### src/rtl/sbi_pkg.sv
// ============================================================================
// Segment/box intersection - shared definitions
// Default coordinate width and the per-axis status flags that travel
// between pipeline stages.
// ============================================================================
package sbi_pkg;

    // Default coordinate width in bits (signed fixed point, 4 fractional bits).
    localparam int COORD_BITS_DEFAULT = 16;

    // Per-axis slab status, computed once the axis parameters are normalised.
    typedef struct packed {
        logic zero;    // segment has no extent along this axis
        logic in_slab; // coordinate lies in the closed slab (used when zero)
        logic lo_ok;   // entry parameter is not beyond t = 1
        logic hi_ok;   // exit parameter is not before t = 0
    } t_slab_flags;

endpackage

### src/rtl/sbi_slab.sv
// ============================================================================
// Segment/box intersection - one slab axis
// Two register stages: slab offsets and delta, then sign normalisation,
// entry/exit numerators, denominator and range flags.
// ============================================================================
module sbi_slab #(
    parameter int COORD_BITS = sbi_pkg::COORD_BITS_DEFAULT
) (
    input  logic                          i_clk,
    input  logic                          i_en1,
    input  logic                          i_en2,
    input  logic signed [COORD_BITS-1:0]  i_start,
    input  logic signed [COORD_BITS-1:0]  i_end,
    input  logic signed [COORD_BITS-1:0]  i_corner,
    input  logic        [COORD_BITS-2:0]  i_extent,
    output logic signed [COORD_BITS+1:0]  o_n1,
    output logic signed [COORD_BITS+1:0]  o_n2,
    output logic        [COORD_BITS-1:0]  o_den,
    output sbi_pkg::t_slab_flags          o_flags
);

    localparam int NW = COORD_BITS + 2;

    logic signed [COORD_BITS:0]   r_na, n_na;
    logic signed [NW-1:0]         r_nb, n_nb;
    logic signed [COORD_BITS:0]   r_del, n_del;

    logic signed [NW-1:0]         r_n1, r_n2;
    logic        [COORD_BITS-1:0] r_den;
    sbi_pkg::t_slab_flags         r_flags;

    logic                         neg;
    logic signed [COORD_BITS:0]   del_mag;
    logic        [COORD_BITS-1:0] den;
    logic signed [NW-1:0]         na_w, a, b, n1, n2;
    sbi_pkg::t_slab_flags         n_flags;

    // Stage 1: distances from the start point to both slab planes, and delta.
    always_comb begin
        n_na  = $signed({i_corner[COORD_BITS-1], i_corner})
                - $signed({i_start[COORD_BITS-1], i_start});
        n_nb  = $signed({n_na[COORD_BITS], n_na}) + $signed({3'b000, i_extent});
        n_del = $signed({i_end[COORD_BITS-1], i_end})
                - $signed({i_start[COORD_BITS-1], i_start});
    end

    always_ff @(posedge i_clk) begin
        if (i_en1) begin
            r_na  <= n_na;
            r_nb  <= n_nb;
            r_del <= n_del;
        end
    end

    // Stage 2: make the denominator positive, order the two plane parameters.
    always_comb begin
        neg     = r_del[COORD_BITS];
        del_mag = neg ? -r_del : r_del;
        den     = del_mag[COORD_BITS-1:0];
        na_w    = $signed({r_na[COORD_BITS], r_na});
        a       = neg ? -na_w : na_w;
        b       = neg ? -r_nb : r_nb;
        n1      = (a < b) ? a : b;
        n2      = (a < b) ? b : a;
        n_flags.zero    = (r_del == '0);
        n_flags.in_slab = (r_na <= 0) && (r_nb >= 0);
        n_flags.lo_ok   = (n1 <= $signed({2'b00, den}));
        n_flags.hi_ok   = (n2 >= 0);
    end

    always_ff @(posedge i_clk) begin
        if (i_en2) begin
            r_n1    <= n1;
            r_n2    <= n2;
            r_den   <= den;
            r_flags <= n_flags;
        end
    end

    assign o_n1    = r_n1;
    assign o_n2    = r_n2;
    assign o_den   = r_den;
    assign o_flags = r_flags;

endmodule

### src/rtl/sbi_cross.sv
// ============================================================================
// Segment/box intersection - cross products
// One register stage of four multipliers that turn the comparisons of the
// X and Y entry/exit fractions into comparisons of integer products.
// ============================================================================
module sbi_cross #(
    parameter int COORD_BITS = sbi_pkg::COORD_BITS_DEFAULT
) (
    input  logic                              i_clk,
    input  logic                              i_en,
    input  logic signed [COORD_BITS+1:0]      i_n1x,
    input  logic signed [COORD_BITS+1:0]      i_n2x,
    input  logic        [COORD_BITS-1:0]      i_dx,
    input  logic signed [COORD_BITS+1:0]      i_n1y,
    input  logic signed [COORD_BITS+1:0]      i_n2y,
    input  logic        [COORD_BITS-1:0]      i_dy,
    output logic signed [2*COORD_BITS+2:0]    o_x_in_y,  // n1x * dy
    output logic signed [2*COORD_BITS+2:0]    o_y_out_x, // n2y * dx
    output logic signed [2*COORD_BITS+2:0]    o_y_in_x,  // n1y * dx
    output logic signed [2*COORD_BITS+2:0]    o_x_out_y  // n2x * dy
);

    localparam int PW = 2 * COORD_BITS + 3;

    logic signed [COORD_BITS:0] dxs, dys;
    logic signed [PW-1:0]       r_p0, r_p1, r_p2, r_p3;

    assign dxs = $signed({1'b0, i_dx});
    assign dys = $signed({1'b0, i_dy});

    // Entry of one axis against exit of the other, over the common denominator.
    always_ff @(posedge i_clk) begin
        if (i_en) begin
            r_p0 <= PW'(i_n1x) * PW'(dys);
            r_p1 <= PW'(i_n2y) * PW'(dxs);
            r_p2 <= PW'(i_n1y) * PW'(dxs);
            r_p3 <= PW'(i_n2x) * PW'(dys);
        end
    end

    assign o_x_in_y  = r_p0;
    assign o_y_out_x = r_p1;
    assign o_y_in_x  = r_p2;
    assign o_x_out_y = r_p3;

endmodule

### src/rtl/segment_box_intersect_top.sv
// ============================================================================
// Segment/box intersection - top level
// Each accepted input transaction passes the slab, normalisation, cross-product
// and hit registers. Throughput: one test per cycle; each stage holds a valid
// bit and advances when the stage after it is empty or moving, so a stalled
// result does not block the stages behind it while they hold bubbles.
// Reset (synchronous, active low) clears every valid bit; no other state.
// ============================================================================
module segment_box_intersect_top #(
    parameter int COORD_BITS = sbi_pkg::COORD_BITS_DEFAULT
) (
    input  logic                    i_clk,
    input  logic                    i_rst_n,
    input  logic                    s_axis_tvalid,
    output logic                    s_axis_tready,
    // seg_start_x, seg_start_y, seg_end_x, seg_end_y, box_left, box_top,
    // box_width, box_height, then two zero bits of padding
    input  logic [8*COORD_BITS-1:0] s_axis_tdata,
    output logic                    m_axis_tvalid,
    input  logic                    m_axis_tready,
    // hit, then seven zero bits of padding
    output logic [7:0]              m_axis_tdata
);

    localparam int C  = COORD_BITS;
    localparam int NW = C + 2;
    localparam int PW = 2 * C + 3;

    // Field unpacking.
    logic signed [C-1:0] sx, sy, ex, ey, bl, bt;
    logic        [C-2:0] bw, bh;

    assign sx = s_axis_tdata[C-1:0];
    assign sy = s_axis_tdata[2*C-1:C];
    assign ex = s_axis_tdata[3*C-1:2*C];
    assign ey = s_axis_tdata[4*C-1:3*C];
    assign bl = s_axis_tdata[5*C-1:4*C];
    assign bt = s_axis_tdata[6*C-1:5*C];
    assign bw = s_axis_tdata[7*C-2:6*C];
    assign bh = s_axis_tdata[8*C-3:7*C-1];

    // Pipeline occupancy and per-stage advance.
    logic r_v1, r_v2, r_v3, r_v4;
    logic rdy1, rdy2, rdy3, rdy4;

    assign rdy4 = !r_v4 || m_axis_tready;
    assign rdy3 = !r_v3 || rdy4;
    assign rdy2 = !r_v2 || rdy3;
    assign rdy1 = !r_v1 || rdy2;

    always_ff @(posedge i_clk) begin
        if (!i_rst_n) begin
            r_v1 <= 1'b0;
            r_v2 <= 1'b0;
            r_v3 <= 1'b0;
            r_v4 <= 1'b0;
        end else begin
            if (rdy1) r_v1 <= s_axis_tvalid;
            if (rdy2) r_v2 <= r_v1;
            if (rdy3) r_v3 <= r_v2;
            if (rdy4) r_v4 <= r_v3;
        end
    end

    // Stages 1 and 2, one slab unit per axis.
    logic signed [NW-1:0] n1x, n2x, n1y, n2y;
    logic        [C-1:0]  dx, dy;
    sbi_pkg::t_slab_flags fx, fy;

    sbi_slab #(.COORD_BITS(C)) u_slab_x (
        .i_clk    (i_clk),
        .i_en1    (rdy1),
        .i_en2    (rdy2),
        .i_start  (sx),
        .i_end    (ex),
        .i_corner (bl),
        .i_extent (bw),
        .o_n1     (n1x),
        .o_n2     (n2x),
        .o_den    (dx),
        .o_flags  (fx)
    );

    sbi_slab #(.COORD_BITS(C)) u_slab_y (
        .i_clk    (i_clk),
        .i_en1    (rdy1),
        .i_en2    (rdy2),
        .i_start  (sy),
        .i_end    (ey),
        .i_corner (bt),
        .i_extent (bh),
        .o_n1     (n1y),
        .o_n2     (n2y),
        .o_den    (dy),
        .o_flags  (fy)
    );

    // Stage 3: cross products, with the axis flags carried alongside.
    logic signed [PW-1:0] p_xin_y, p_yout_x, p_yin_x, p_xout_y;
    sbi_pkg::t_slab_flags r_fx3, r_fy3;

    sbi_cross #(.COORD_BITS(C)) u_cross (
        .i_clk     (i_clk),
        .i_en      (rdy3),
        .i_n1x     (n1x),
        .i_n2x     (n2x),
        .i_dx      (dx),
        .i_n1y     (n1y),
        .i_n2y     (n2y),
        .i_dy      (dy),
        .o_x_in_y  (p_xin_y),
        .o_y_out_x (p_yout_x),
        .o_y_in_x  (p_yin_x),
        .o_x_out_y (p_xout_y)
    );

    always_ff @(posedge i_clk) begin
        if (rdy3) begin
            r_fx3 <= fx;
            r_fy3 <= fy;
        end
    end

    // Stage 4: the clipped interval is non-empty when each axis admits some
    // part of [0,1] and neither axis's entry lies after the other's exit.
    logic x_ok, y_ok, cross_ok, n_hit, r_hit;

    always_comb begin
        x_ok     = r_fx3.zero ? r_fx3.in_slab : (r_fx3.lo_ok && r_fx3.hi_ok);
        y_ok     = r_fy3.zero ? r_fy3.in_slab : (r_fy3.lo_ok && r_fy3.hi_ok);
        cross_ok = (r_fx3.zero || r_fy3.zero) ||
                   ((p_xin_y <= p_yout_x) && (p_yin_x <= p_xout_y));
        n_hit    = x_ok && y_ok && cross_ok;
    end

    always_ff @(posedge i_clk) begin
        if (rdy4) begin
            r_hit <= n_hit;
        end
    end

    assign s_axis_tready = rdy1;
    assign m_axis_tvalid = r_v4;
    assign m_axis_tdata  = {7'b0000000, r_hit};

endmodule

### config.mk
export PLATFORM = sky130hd
export DESIGN_NAME = segment_box_intersect_top
export DESIGN_NICKNAME = d
export VERILOG_FILES = /design/src/rtl/sbi_pkg.sv /design/src/rtl/sbi_slab.sv /design/src/rtl/sbi_cross.sv /design/src/rtl/segment_box_intersect_top.sv
export SDC_FILE = /design/constraint.sdc
export NUM_CORES = 2
export LEC_CHECK = 0
export BUFFER_PORTS_ARGS = -buffer_cell sky130_fd_sc_hd__buf_2
export CORE_ASPECT_RATIO = 0.75
export CORE_MARGIN = 4
export CORE_UTILIZATION = 35
export CTS_BUF_LIST = sky130_fd_sc_hd__clkbuf_4 sky130_fd_sc_hd__clkbuf_8
export DETAILED_ROUTE_END_ITERATION = 6
export PLACE_DENSITY = 0.48
export SYNTH_ARGS = -nofsm -noshare
export SYNTH_HDL_FRONTEND = slang
export SYNTH_HIERARCHICAL = 1
export SYNTH_SLANG_ARGS = --single-unit
### constraint.sdc
create_clock -name i_clk -period 6.8 [get_ports i_clk]
set_clock_uncertainty 0.1 [all_clocks]
set_input_delay 1.7 -clock i_clk [delete_from_list [all_inputs] [get_ports i_clk]]
set_output_delay 1.7 -clock i_clk [all_outputs]
set_load 0.01 [all_outputs]
# == Word level (Yosys, flattened, before mapping) ==
# Cells that the tools add are included.
# W data, S select, Z words.
# totals
word_cells,96
input_bits,132
out_inout_bits,10
reg_bits,369
# op_classes
order_cmp,12
addsub,12
muxes,12
n_reduce_logical,19
n_mul,4
# op_table
op,n
$mux W18,8
$mul A18 B17 Y35,4
$ge A18 B1 Y1 const B,4
$le A35 B35 Y1,2
$sub A16 B16 Y17,4
$add A17 B16 Y18,2
$le A18 B17 Y1,2
$lt A18 B18 Y1,2
$neg A17 Y18,2
$neg A18 Y18,2
$le A17 B1 Y1 const B,2
$logic_not A17 Y1,2
$mux W16,2
$neg A16 Y16,2
$logic_and A1 B1 Y1,7
$logic_or A1 B1 Y1,6
$logic_not A1 Y1,4
$mux W1,2

# == Logic depth before layout (Yosys ltp) ==
# logic_depth
ltp_word,5
ltp_mapped,26
ltp_nobuf,26

# == Cells and area by module ==
# The synthesis kept the hierarchy.
# by_module_without_submodules
mod,seq_area_each_um2,cells_per_inst,instances,area_per_inst_um2
sbi_cross,4204.0,5215,1,48560.3
sbi_slab,3243.1,724,2,7651.1
segment_box_intersect_top,350.3,298,1,2371.0

# == Worst setup path before layout ==
# Ideal clock, no wire load.
# synth_path
kind,register -> register
from,register u_slab_y.r_den[8] (netlist: u_slab_y/o_den[8])
to,register u_cross.r_p0[32] (netlist: u_cross/o_x_in_y[32]) (data pin)
t_arrival_ns,6.208
required_ns,6.563
n_path_buf,2
period_less_slack_ns,6.446
setup_ns,0.137
stages_incl_launch_ff,25
setup_slack_ns,0.354
path_cell_list,edfxtp_1 clkbuf_1 clkbuf_1 nand2_1 fa_1 inv_1 fa_1 inv_1 fa_1 inv_1 fa_1 fa_1 inv_1 fa_1 inv_1 ha_1 a21o_1 a21o_1 a21oi_1 a21boi_0 a211oi_1 o21ai_1 a41oi_1 or4_1 nand4_1
# synth_between
elab_chain_cells,1
# synth_lines
element,line,rtl
start: declaration,sbi_slab.sv:29,logic [COORD_BITS-1:0] r_den;
start signal: assignment,sbi_slab.sv:75,r_den <= den;
$mul A18 B17 Y35,sbi_cross.sv:34,r_p0 <= PW'(i_n1x) * PW'(dys);
end signal: assignment,sbi_cross.sv:34,
end: declaration,sbi_cross.sv:26,"logic signed [PW-1:0] r_p0, r_p1, r_p2, r_p3;"
# No other way between the ends.
# A chain may end at the register's enable or synchronous reset.

# == Worst setup path in the final report ==
# layout_path
from,register u_slab_y.r_den[7] (netlist: u_slab_y/o_den[7])
to,register u_cross.r_p3[33] (netlist: u_cross/o_x_out_y[33]) (data pin)
# layout_between
elab_chain_cells,1
# layout_lines
element,line,rtl
$mul A18 B17 Y35,sbi_cross.sv:37,r_p3 <= PW'(i_n2x) * PW'(dys);
end signal: assignment,sbi_cross.sv:37,
end: declaration,sbi_cross.sv:26,
# No other way between the ends.

==> reports/qor.yml <==
core_area_mm2: 0.187
drtAntennaViolNets: 0
reg2reg_depth: 22
cts_tree: "yes"
fp-row-count: 137
gp_congestion: 0.861
die-area_mm2: 0.196
path_delay_family: "adder cells"
cp-start-kind: "register"
critPathMaxFanout: 13
critical_path.slowest_cell: "fa_2"
ys_seq_area_share_pct: 16.7
synth_compound_area_share_pct: 7.26
clock_latency_ns: 0.82
worstHoldPathType: "reg -> reg"
grt_pass1_wl_um: 281000
synth_edf_count: 365
h-tree-depth: 3
rsz0062_at_grt: "true"
wl_um: 177000
crit_chain: "buf_12 -> buf_4 -> and2_1 -> fa_1 -> inv_1 -> fa_2 -> fa_1 -> fa_1 -> inv_1 -> fa_1 -> fa_1 -> ha_4 -> o21a_1 -> o211ai_1 -> a311o_1 -> a211oi_2 -> buf_4 -> o41ai_4 -> o31a_1 -> o21bai_1 -> a21oi_2 -> xnor2_1"
hold-path-endpoint: "r_fy3[3]$_DFFE_PP_"
n_fill_cell: 18700
slowest_delay_ns: 0.54
drive_gt1_share_pct: 11.2
ys_ff_latch: 369
track_usage_pct: 18.5
outcome: "completed"
min_from: "u_slab_y/o_flags[3]$_DFFE_PP_"
dpl.hpwl_um: 151000
fmax_ghz: 0.151
hold_viol: 0
synth_mux_area_share_pct: 0.759
maxCapViolations: 0
initial_utilization_pct: 35.4
cp_common_cell: "fa_1"
wl_per_cell_um: 17.7
io-pin-count: 142
reg2reg_from: "u_slab_y/o_den[7]$_DFFE_PP_"
r2r_setup_slack_ns: 0.19
synth_cells: 6961
top_layer: "met5"
worst_pin_slew_ns: 1.17
netlist_area_mm2: 0.0662
synthArstFlopShare_pct: 0
dr.pass1.iters: 6
gr-total-overflow: 0
syn_area_per_cell_um2: 9.51
grt_max_degree: 140
m1WireLength_um: 90100
synth_cell_types: 96
drc: 0
routed-wl-met3_um: 10100
nNetsFinal: 9280
synthToLayoutAreaGrowth_pct: 14.0
worstPathArrival_ns: 7.04
vias: 46700
ys.flop_type: "edfxtp_1"
max_slew_margin_pct: 21.0
ys_warn_count: 6
antenna_found_initial: 4
grt_pass1_vias: 49100
drt_iter0_markers: 2655
cp_num_buf_inv: 5
numCtsBuffers: 73
dieWidth_um: 510
port-buffer-count: 132
layout.cells.non_filler: 9955
clock_sinks: 369
die_h_um: 385
critPathKind: "reg -> reg"
dp_cells: 9800
met2_length_um: 72800
setup_viol: 0
end_kind: "register"
cts-root-buf: "clkbuf_8"
crit_start: "u_slab_y/o_den[7]$_DFFE_PP_"
whs_path_depth: 0
maxSlewViolCount: 0
yosys.area_share.simple_pct: 13.3
cts_buffer_depth: 3
vias_per_cell: 4.69
rr_endpoint: "u_cross/o_x_out_y[33]$_DFFE_PP_"
layout_min_cycle_time_ns: 6.61
synth_xor_area_share_pct: 4.06
synth_top_family_by_area: "adder cells"
fin_crit_sh_pct: 97.3
cts_hold_buf: 0
clkTransAtPathRegs_ns: 0.08
synth_fa_ha_area_share_pct: 46.7
critPathRequiredTime_ns: 7.23
## layout by cell type (no fill, tap or decap), types with 20 or more instances in the layout
cell type | netlist | routed
inv_1 | 1733 | 1732
fa_1 | 1178 | 1175
nand2_1 | 813 | 809
ha_1 | 586 | 576
and2_1 | 470 | 467
edfxtp_1 | 365 | 365
buf_4 | 10 | 363
a21oi_1 | 219 | 209
xnor2_1 | 195 | 195
nor2_1 | 165 | 163
buf_2 | 8 | 132
xor2_1 | 108 | 108
o21ai_0 | 103 | 100
a21o_1 | 99 | 99
buf_12 | 0 | 74
clkbuf_8 | 0 | 73
nand3_1 | 55 | 53
mux2i_1 | 48 | 48
o21a_1 | 44 | 44
nor2b_1 | 42 | 42
nor3_1 | 43 | 42
nand4_1 | 34 | 34
nand2b_1 | 33 | 33
o21bai_1 | 30 | 30
and3_1 | 29 | 29
o41ai_1 | 24 | 24
o31ai_1 | 25 | 23
or2_2 | 23 | 23
o21ai_1 | 23 | 20
a211oi_1 | 23 | 20
## cell families after synthesis
kind of cell | Yosys count
buf+inv | 1968
other cells | 1
flops | 369
simple gates | 1788
fa+ha+maj | 1768
xor+xnor | 305
mux | 50
compound gates | 712
## what timing repair did
item,4_1_cts,5_1_grt
endpoints found under the setup margin,8,29
buffers inserted,0,12
pin swaps,5,46
gates resized for setup,8,71
## worst reg2reg max path, stage by stage, from the launching register on
cell	delay [ns]
edfxtp_1	0.41
buf_12	0.17
buf_4	0.19
and2_1	0.18
fa_1	0.50
inv_1	0.07
fa_2	0.54
fa_1	0.44
fa_1	0.54
inv_1	0.05
fa_1	0.50
fa_1	0.46
ha_4	0.30
o21a_1	0.12
o211ai_1	0.19
a311o_1	0.41
a211oi_2	0.22
buf_4	0.17
o41ai_4	0.08
o31a_1	0.35
o21bai_1	0.19
a21oi_2	0.08
xnor2_1	0.13
## cells in the mapped netlist, types with 5 or more instances
library cell  count  share of area, %
a2111oi_0         5             0.066
xnor2_1         195               2.6
a31oi_1           9             0.085
a21o_1           99               1.1
a21oi_1         219               1.7
and2_1          470               4.4
or4_1            15              0.17
buf_2             8             0.060
a211oi_1         23              0.26
a221oi_1          7             0.093
fa_1           1178                36
o31a_1            5             0.066
nand3_1          55              0.42
and4_1           10              0.13
or3_1            19              0.18
nand2_1         813               4.6
buf_4            10              0.11
or2_2            23              0.22
nand2b_1         33              0.31
a21boi_1          5             0.057
o21a_1           44              0.50
mux2i_1          48              0.73
nor4_1           12              0.11
xor2_1          108               1.4
nor2_1          165              0.94
nand4_1          34              0.32
inv_1          1733               9.8
o21ai_0         103              0.78
nor2b_1          42              0.40
edfxtp_1        365                17
o31ai_1          25              0.28
o211ai_1         15              0.17
and3_1           29              0.27
o41ai_1          24              0.32
clkbuf_1        215               1.2
ha_1            586                11
a21boi_0          7             0.079
a41oi_1           5             0.066
a31o_2            7             0.093
o21bai_1         30              0.34
o21ai_1          23              0.17
nor3_1           43              0.32
## layout make-up
type	instances	area [µm²]	share of cell area (%)
clock buffer	84	1090	1.44
timing repair buffer	577	4960	6.57
inverter	1733	6510	8.62
multi-input combinational	4630	48200	63.9
tap	2502	3130	4.15
clock inverter	51	523	0.693
antenna	9	22.5	0.0298
sequential	369	11000	14.6
## routing by layer
layer  global-route usage, %  vias to the layer above
met5                       0                        -
met4                    3.75                        2
met3                    3.09                      152
met2                    26.8                      967
met1                    28.9                    23300
li1                        -                    22200
## how the worst max path moves through the flow
stage,cells past startpoint,to
floorplan,24,u_cross/o_x_in_y[32]$_DFFE_PP_
global placement,23,u_cross/o_y_out_x[31]$_DFFE_PP_
detailed placement,22,u_cross/o_y_out_x[31]$_DFFE_PP_
CTS,23,u_cross/o_y_out_x[33]$_DFFE_PP_
global route,20,u_cross/o_x_in_y[32]$_DFFE_PP_
finish,22,u_cross/o_x_out_y[33]$_DFFE_PP_
## registers in the layout (all words and copies together), names as in the netlist, 35 cells and up
| name | cells |
|---|---|
| u_cross/o_y_in_x | 35 |
| u_cross/o_x_in_y | 35 |
| u_cross/o_x_out_y | 35 |
| u_cross/o_y_out_x | 35 |
## per-stage QoR
step                hold WS [ns]  cell area (µm²)  setup TNS (ns)  setup slack (ns)  util, %
CTS                        0.318            75000               0           0.00107     40.1
detailed placement         0.306            73300          -0.309            -0.109     39.2
finish                     0.315            75500               0             0.186     40.4
global route               0.336            75500          -0.166            -0.101     40.4
floorplan                  0.300            66300               0             0.354        -
global placement           0.302            73300          -0.257            -0.103     39.2
Power is not shown: default switching activity piles up to over one toggle a cycle in this logic, so the estimate is an artifact.
